===== config.mk =====
export PLATFORM = sky130hd
export DESIGN_NAME = one_wire_rom_search
export DESIGN_NICKNAME = d
export VERILOG_FILES = /design/src/rtl/owrs_pkg.sv /design/src/rtl/owrs_step.sv /design/src/rtl/one_wire_rom_search.sv
export VERILOG_INCLUDE_DIRS = /design/src /design/src/rtl
export SDC_FILE = /design/constraint.sdc
export NUM_CORES = 1
export LEC_CHECK = 0
export BUFFER_PORTS_ARGS = -buffer_cell sky130_fd_sc_hd__clkbuf_2
export CAP_MARGIN = 30
export CORE_ASPECT_RATIO = 0.7
export CORE_MARGIN = 8
export CORE_UTILIZATION = 64
export CTS_CLUSTER_DIAMETER = 100
export DETAILED_ROUTE_END_ITERATION = 8
export GPL_ROUTABILITY_DRIVEN = 0
export HOLD_SLACK_MARGIN = 0.1
export PLACE_DENSITY = 0.87
export SYNTH_ARGS = -nofsm -noshare
export SYNTH_HDL_FRONTEND = slang
export SYNTH_SLANG_ARGS = --single-unit

===== constraint.sdc =====
create_clock -name clk -period 6.6 [get_ports clk]
set_input_delay 0.33 -clock clk [delete_from_list [all_inputs] [get_ports clk]]
set_output_delay 0.33 -clock clk [all_outputs]
set_load 0.05 [all_outputs]

===== src/rtl/one_wire_rom_search_assert.svh =====
// Assertion macros included by one_wire_rom_search.sv.
`ifndef ONE_WIRE_ROM_SEARCH_ASSERT_SVH
`define ONE_WIRE_ROM_SEARCH_ASSERT_SVH

// The consequent holds in the same cycle as the antecedent.
`define OWRS_ASSERT_NOW(label, clk, rst_n, ante, cons) \
    label: assert property (@(posedge clk) disable iff (!rst_n) (ante) |-> (cons)) \
        else $error("one_wire_rom_search: assertion failed");

// The consequent holds in the cycle after the antecedent.
`define OWRS_ASSERT_NEXT(label, clk, rst_n, ante, cons) \
    label: assert property (@(posedge clk) disable iff (!rst_n) (ante) |=> (cons)) \
        else $error("one_wire_rom_search: assertion failed");

`endif


===== src/rtl/owrs_pkg.sv =====
package owrs_pkg;

    localparam int unsigned ROM_BITS = 64;
    localparam int unsigned POS_W = 7;
    localparam int unsigned IDX_W = 6;
    localparam int unsigned FAM_W = 4;

    localparam logic [POS_W-1:0] LAST_POS = 7'd64;
    localparam logic [POS_W-1:0] FAMILY_LIMIT = 7'd9;
    localparam logic [POS_W-1:0] FIRST_POS = 7'd1;

    typedef enum logic [1:0] {
        MODE_FIRST = 2'd0,
        MODE_NEXT  = 2'd1,
        MODE_BITS  = 2'd2
    } mode_t;

    typedef struct packed {
        logic [ROM_BITS-1:0] rom_store;
        logic [POS_W-1:0]    last_conflict;
        logic [FAM_W-1:0]    last_family_conflict;
        logic                last_device_seen;
        logic [POS_W-1:0]    bit_position;
        logic [POS_W-1:0]    pass_last_zero;
        logic                searching;
    } search_state_t;

    typedef struct packed {
        logic                send_command;
        logic                bit_valid;
        logic                send_bit;
        logic                done_res;
        logic                found;
        logic [ROM_BITS-1:0] rom_code;
        logic [FAM_W-1:0]    family_discrepancy;
    } search_result_t;

endpackage


===== src/rtl/owrs_step.sv =====
module owrs_step (
    input  owrs_pkg::search_state_t  state_cur,
    input  logic [1:0]               mode,
    input  logic                     presence,
    input  logic                     id_bit,
    input  logic                     comp_bit,
    output owrs_pkg::search_state_t  state_nxt,
    output owrs_pkg::search_result_t result
);

    logic [owrs_pkg::POS_W-1:0] pos;
    logic [owrs_pkg::IDX_W-1:0] idx;
    logic                       dir;

    assign pos = state_cur.bit_position;
    assign idx = pos[owrs_pkg::IDX_W-1:0] - {{(owrs_pkg::IDX_W-1){1'b0}}, 1'b1};

    always_comb
    begin
        state_nxt = state_cur;
        result = '0;
        dir = 1'b0;
        case (mode)
            owrs_pkg::MODE_FIRST, owrs_pkg::MODE_NEXT:
            begin
                if (mode == owrs_pkg::MODE_FIRST)
                begin
                    state_nxt.last_conflict = '0;
                    state_nxt.last_device_seen = 1'b0;
                    state_nxt.last_family_conflict = '0;
                end
                if (state_nxt.last_device_seen || !presence)
                begin
                    state_nxt.last_conflict = '0;
                    state_nxt.last_device_seen = 1'b0;
                    state_nxt.last_family_conflict = '0;
                    state_nxt.searching = 1'b0;
                    result.done_res = 1'b1;
                end
                else
                begin
                    state_nxt.searching = 1'b1;
                    state_nxt.bit_position = owrs_pkg::FIRST_POS;
                    state_nxt.pass_last_zero = '0;
                    result.send_command = 1'b1;
                end
            end
            owrs_pkg::MODE_BITS:
            begin
                if (state_cur.searching)
                begin
                    if (id_bit && comp_bit)
                    begin
                        state_nxt.last_conflict = '0;
                        state_nxt.last_device_seen = 1'b0;
                        state_nxt.last_family_conflict = '0;
                        state_nxt.searching = 1'b0;
                        result.done_res = 1'b1;
                    end
                    else
                    begin
                        if (id_bit != comp_bit)
                        begin
                            dir = id_bit;
                        end
                        else
                        begin
                            if (pos < state_cur.last_conflict)
                            begin
                                dir = state_cur.rom_store[idx];
                            end
                            else
                            begin
                                dir = (pos == state_cur.last_conflict);
                            end
                            if (!dir)
                            begin
                                state_nxt.pass_last_zero = pos;
                                if (pos < owrs_pkg::FAMILY_LIMIT)
                                begin
                                    state_nxt.last_family_conflict = pos[owrs_pkg::FAM_W-1:0];
                                end
                            end
                        end
                        state_nxt.rom_store[idx] = dir;
                        result.bit_valid = 1'b1;
                        result.send_bit = dir;
                        if (pos >= owrs_pkg::LAST_POS)
                        begin
                            state_nxt.searching = 1'b0;
                            result.done_res = 1'b1;
                            state_nxt.last_conflict = state_nxt.pass_last_zero;
                            if (state_nxt.pass_last_zero == '0)
                            begin
                                state_nxt.last_device_seen = 1'b1;
                            end
                            if (state_nxt.rom_store[7:0] == 8'h00)
                            begin
                                state_nxt.last_conflict = '0;
                                state_nxt.last_device_seen = 1'b0;
                                state_nxt.last_family_conflict = '0;
                            end
                            else
                            begin
                                result.found = 1'b1;
                                result.rom_code = state_nxt.rom_store;
                            end
                        end
                        else
                        begin
                            state_nxt.bit_position = pos + owrs_pkg::FIRST_POS;
                        end
                    end
                end
            end
            default:
            begin
            end
        endcase
        result.family_discrepancy = state_nxt.last_family_conflict;
    end

endmodule


===== src/rtl/one_wire_rom_search.sv =====
// An accepted transaction waits in the input registers, then moves to the result registers
// when the output is empty or taken. Throughput: one transaction per cycle while out_ready
// is high; each bit decision is one pass of short logic on the registered search state.
// Reset: rst_n is asynchronous and active low; it clears the search state
// (ROM code, conflict positions, last-device flag) and leaves the engine idle.
module one_wire_rom_search (
    input  logic        clk,
    input  logic        rst_n,
    input  logic        in_valid,
    output logic        in_ready,
    input  logic [1:0]  mode,
    input  logic        presence,
    input  logic        id_bit,
    input  logic        comp_bit,
    output logic        out_valid,
    input  logic        out_ready,
    output logic        send_command,
    output logic        bit_valid,
    output logic        send_bit,
    output logic        done_res,
    output logic        found,
    output logic [63:0] rom_code,
    output logic [3:0]  family_discrepancy
);

`include "one_wire_rom_search_assert.svh"

    logic                     in_valid_reg;
    logic                     in_valid_next;
    logic [1:0]               mode_reg;
    logic                     presence_reg;
    logic                     id_bit_reg;
    logic                     comp_bit_reg;
    logic                     out_valid_reg;
    logic                     out_valid_next;
    logic                     advance;
    owrs_pkg::search_state_t  state_reg;
    owrs_pkg::search_state_t  state_next;
    owrs_pkg::search_result_t result_reg;
    owrs_pkg::search_result_t result_next;

    assign advance = in_valid_reg && (!out_valid_reg || out_ready);
    assign in_ready = !in_valid_reg || advance;

    always_comb
    begin
        in_valid_next = in_valid_reg;
        if (in_valid && in_ready)
        begin
            in_valid_next = 1'b1;
        end
        else if (advance)
        begin
            in_valid_next = 1'b0;
        end
        out_valid_next = out_valid_reg;
        if (advance)
        begin
            out_valid_next = 1'b1;
        end
        else if (out_ready)
        begin
            out_valid_next = 1'b0;
        end
    end

    owrs_step u_step (
        .state_cur  (state_reg),
        .mode       (mode_reg),
        .presence   (presence_reg),
        .id_bit     (id_bit_reg),
        .comp_bit   (comp_bit_reg),
        .state_nxt  (state_next),
        .result     (result_next)
    );

    always_ff @(posedge clk or negedge rst_n)
    begin
        if (!rst_n)
        begin
            in_valid_reg <= 1'b0;
            out_valid_reg <= 1'b0;
            state_reg <= '0;
        end
        else
        begin
            in_valid_reg <= in_valid_next;
            out_valid_reg <= out_valid_next;
            if (advance)
            begin
                state_reg <= state_next;
            end
        end
    end

    always_ff @(posedge clk)
    begin
        if (in_valid && in_ready)
        begin
            mode_reg <= mode;
            presence_reg <= presence;
            id_bit_reg <= id_bit;
            comp_bit_reg <= comp_bit;
        end
        if (advance)
        begin
            result_reg <= result_next;
        end
    end

    assign out_valid = out_valid_reg;
    assign send_command = result_reg.send_command;
    assign bit_valid = result_reg.bit_valid;
    assign send_bit = result_reg.send_bit;
    assign done_res = result_reg.done_res;
    assign found = result_reg.found;
    assign rom_code = result_reg.rom_code;
    assign family_discrepancy = result_reg.family_discrepancy;

    `OWRS_ASSERT_NEXT(a_advance_gives_result, clk, rst_n, advance, out_valid_reg)
    `OWRS_ASSERT_NOW(a_found_needs_done, clk, rst_n, out_valid_reg && found, done_res)
    `OWRS_ASSERT_NOW(a_cmd_or_bit, clk, rst_n, out_valid_reg, !(send_command && bit_valid))
    `OWRS_ASSERT_NOW(a_search_pos_range, clk, rst_n, state_reg.searching,
        (state_reg.bit_position != '0) && (state_reg.bit_position <= owrs_pkg::LAST_POS))
    `OWRS_ASSERT_NOW(a_bit_needs_valid, clk, rst_n, out_valid_reg && send_bit, bit_valid)

endmodule

==> summary.md <==
| Metric | Value |
|---|---|
| Result of the run | `completed` |
| Startpoint of the most critical register-to-register path | `state_reg[8]` |
| Via count | `8038` |
| Floorplan core area | `0.0137 sq mm` |
| Internal Dissipation | `0.00191 W` |
| Length of routed wiring on met1 | `10000 um` |
| Starting density of the core | `64.4%` |
| Synthesis-stage register bit count | `171` |
| Clock Pin Slew Worst Setup and Hold Paths | `0.07 ns` |
| Share of post-route cells with drive strength above 1 | `16.3%` |
| Xor and xnor area share after synthesis | `0.752%` |
| Average wire per cell in the routed design | `23.1 um` |
| CTS tree | `yes` |
| Fraction of the mapped netlist area in compound gates | `24.3%` |
| Detailed Route Iter0 Violations | `1686` |
| Cts repair resizes | `0` |
| Type of the worst setup path | `flop to flop` |
| Switching share of power | `38.6%` |
| Area share of the leading cell type in the synthesized netlist | `26.5%` |
| Portion of total power attributed to the clock network | `31.8%` |
| Delay-heaviest family, CP | `simple AND/OR/NAND/NOR gates` |
| Setup repair after global routing missed its margin | `false` |
| Critical path, cell by cell | `inv_1 -> ha_1 -> nor3b_1 -> xor2_1 -> buf_4 -> nor3_1 -> a31oi_1 -> nor3_1 -> nand2_1 -> o21a_2 -> nand3_4 -> a21oi_1` |
| Met2 Wirelength | `10200 um` |
| All-Layer GR Usage | `29.7%` |
| Aggregate global routing overflow | `0` |
| Slowest Stage Delay on Critical Path | `0.92 ns` |
| Simple-gate area share of the yosys netlist | `12.9%` |
| Sequential Area | `0.00467 sq mm` |
| Pin count of the biggest net entering global routing | `79` |
| Top FF cell, synth | `dfrtp_1` |
| Setup crit start | `state_reg[8]` |
| Die span in y | `114 um` |
| Routed WL | `26200 um` |
| Comb pwr share | `30.0%` |
| Number of instances in the placed design | `1098` |
| Via density | `7.07` |
| Gate Count Post-Synth | `882` |
| Reg power frac | `38.2%` |
| Sequential-to-total area share from yosys stat | `52.9%` |
| Antenna violations before repair | `2` |
| Total Neg Setup Slack | `0 ns` |
| Cells on worst reg2reg path | `12` |
| Number of setup violations in the final report | `0` |
| Number of maximum-capacitance violations | `0` |
| Worst hold margin | `0.201 ns` |
| Filler cell count | `956` |
| Final count of pins violating max slew | `0` |
| Final net count | `953` |
| Fraction of synthesis flops using an asynchronous set or reset pin | `54.4%` |
| Die Span X | `156 um` |
| Number of iterations in the first detailed-routing pass | `9` |
| Worst vdd ir | `223 uV` |
| Dominant cell by count in the synthesized netlist | `o21ai_0` |
| Total length of routed met3 wires | `4690 um` |
| CP most frequent cell | `nor3_1` |
| Actual slew at the worst max-slew pin | `1.15 ns` |
| Number of design rule violations left after detail routing | `0` |
| Fraction of the mapped netlist area in adder cells | `1.42%` |
| Insertion delay to the later sink of the worst-skew pair | `0.44 ns` |
| Post-synth net total | `901` |
| ANT cells | `0` |
| Most numerous cell types in the synthesized netlist | `o21ai_0 (149), dfrtp_1 (93), a21oi_1 (78), edfxtp_1 (78), nand3_1 (76)` |
| Multi-input combinational cell area | `0.00381 sq mm` |
| Min-Delay Path Class | `primary input to flop` |
| I/O pin cnt | `84` |
| Final critical path time including I/O delays and setup | `4.69 ns` |
| Antenna Nets Post-Route | `0` |
| Warnings, synthesis | `0` |
| Arrival @ worst endpoint | `4.82 ns` |
| Largest clock skew in the final design | `0.00995 ns` |
| Detail Placement HPWL | `17400 um` |
| Crit. End Element | `flop` |
| Leakage power | `3.70 nW` |
| Least setup slack across all paths after layout | `1.91 ns` |
| Ranking of synthesized cells by area | `edfxtp_1 (27%), dfrtp_1 (26%), o21ai_0 (8.5%), o31ai_1 (5.9%), a21oi_1 (4.4%)` |
| Number of global-route vias before repair | `7303` |
| Crit path depth | `12` |
| Number of buffers created by CTS | `17` |
| Number of library cell types mapped by synthesis | `63` |
| Setup slack on the worst flop-to-flop path | `1.91 ns` |
| Post-synthesis average cell area | `10.0 sq um` |
| Wire length of the first global-routing pass | `40400 um` |
| Maximum clock frequency | `213 MHz` |
| Worst setup path end | `rom_code[7]` |
| Cell Area, Synth | `0.00882 sq mm` |
| Proportion of synthesized area in mux cells | `3.63%` |
| Number of flip-flops in the largest register | `91` |
| PortBufs | `83` |
| Filler-free cell count of the finished design | `1137` |
| CTS H-tree lvls | `4` |
| Highest routing layer actually used | `met5` |
| Crit path buf inv count | `2` |
| Sw Pwr | `0.00120 W` |
| CP Max Fanout | `73` |
| Setup slack after placement | `2.24 ns` |
| Total Die Area | `0.0179 sq mm` |
| Area added between synthesis and finish | `12.6%` |
| Total number of clock tree sinks | `171` |
| Max Root-Sink Buffers | `2` |
| Startpoint type of the worst setup path | `flop` |
| Share of the cycle needed by the critical path after routing | `71.1%` |
| Cell Rows | `36` |
| Critical register-to-register path endpoint | `rom_code[7]` |
| Cell at the root of the clock tree | `clkbuf_16` |
| Biggest area consumer among synthesized cells | `edfxtp_1` |
| Master of the slowest instance on the critical path | `nor3_1` |
| Number of enable flip-flop cells after synthesis | `78` |
| Power density relative to cell area | `313 mW/mm^2` |
| Hold Vio Cnt, Final | `0` |
| Required @ worst endpoint | `6.73 ns` |
| Sum of internal, switching and leakage power | `0.00311 W` |
| Max-slew headroom at the worst pin | `23.0%` |
| Main combinational cell family by area after synthesis | `compound AO/OA/AOI/OAI gates` |
[metal layers]
metal,up-vias,track usage [%]
li1,3449,-
met1,3679,40.3
met2,738,39.5
met3,166,14.0
met4,6,13.1
met5,-,0
[timing repair]
item / in CTS / in global routing
setup buffers: 0 / 0
hold buffers: 7 / 0
endpoints found under the hold margin: 41 / 0
[worst min-delay path, cell delays in order]
cell	delay (ns)
clkbuf_2	0.08
nand2b_1	0.12
nand2b_1	0.06
[through the flow]
step                utilization (%)  cell area (sq um)
floorplan                         -               8820
global placement               67.6               9260
detailed placement             67.8               9280
CTS                            72.6               9940
global route                   72.6               9940
finish                         72.6               9940
[power by group through the flow]
stage	Sequential [W]	Clock, W	Combinational, W
2_1_floorplan	0.00130	0	0.000549
3_3_place_gp	0.00121	0	0.000852
3_5_place_dp	0.00121	0	0.000873
4_1_cts	0.00119	0.000988	0.000883
5_1_grt	0.00119	0.00103	0.000969
6_report	0.00119	0.000988	0.000932
[logic make-up after synthesis]
logic type | Yosys count
flip-flops | 171
AO/OA/AOI/OAI | 352
buffers and inverters | 83
multiplexers | 25
AND/OR/NAND/NOR | 236
adder cells (fa/ha/maj) | 10
XOR/XNOR | 5
[layout make-up]
type / instances / share of cell area, %
clock inverters: 12 / 1.28
flip-flops and latches: 171 / 47.0
repair buffers: 101 / 5.87
inverters: 15 / 0.567
well taps: 190 / 2.39
multi-input cells: 628 / 38.3
clock buffers: 20 / 4.60
[cells in the final DEF (no fill, tap or decap), types with 17 or more instances in the layout]
cell	n
nand2_1	71
clkbuf_16	17
clkbuf_2	82
nor2_1	31
o21ai_0	149
nand3_1	76
a21oi_1	78
dfrtp_1	93
o31ai_1	69
edfxtp_1	78
[worst min-delay path by stage]
| stage | slack (ns) | to | depth (start not counted) | startpoint |
|---|---|---|---|---|
| 2_1_floorplan | 0.03 | in_valid_reg | 0 | rst_n |
| 3_3_place_gp | 0.31 | state_reg[13] | 1 | rst_n |
| 3_5_place_dp | 0.31 | state_reg[10] | 1 | rst_n |
| 4_1_cts | 0.20 | out_valid | 3 | out_ready |
| 5_1_grt | 0.22 | out_valid | 3 | out_ready |
| 6_report | 0.20 | out_valid | 3 | out_ready |
Note: power is estimated with default switching activity, not from simulation.
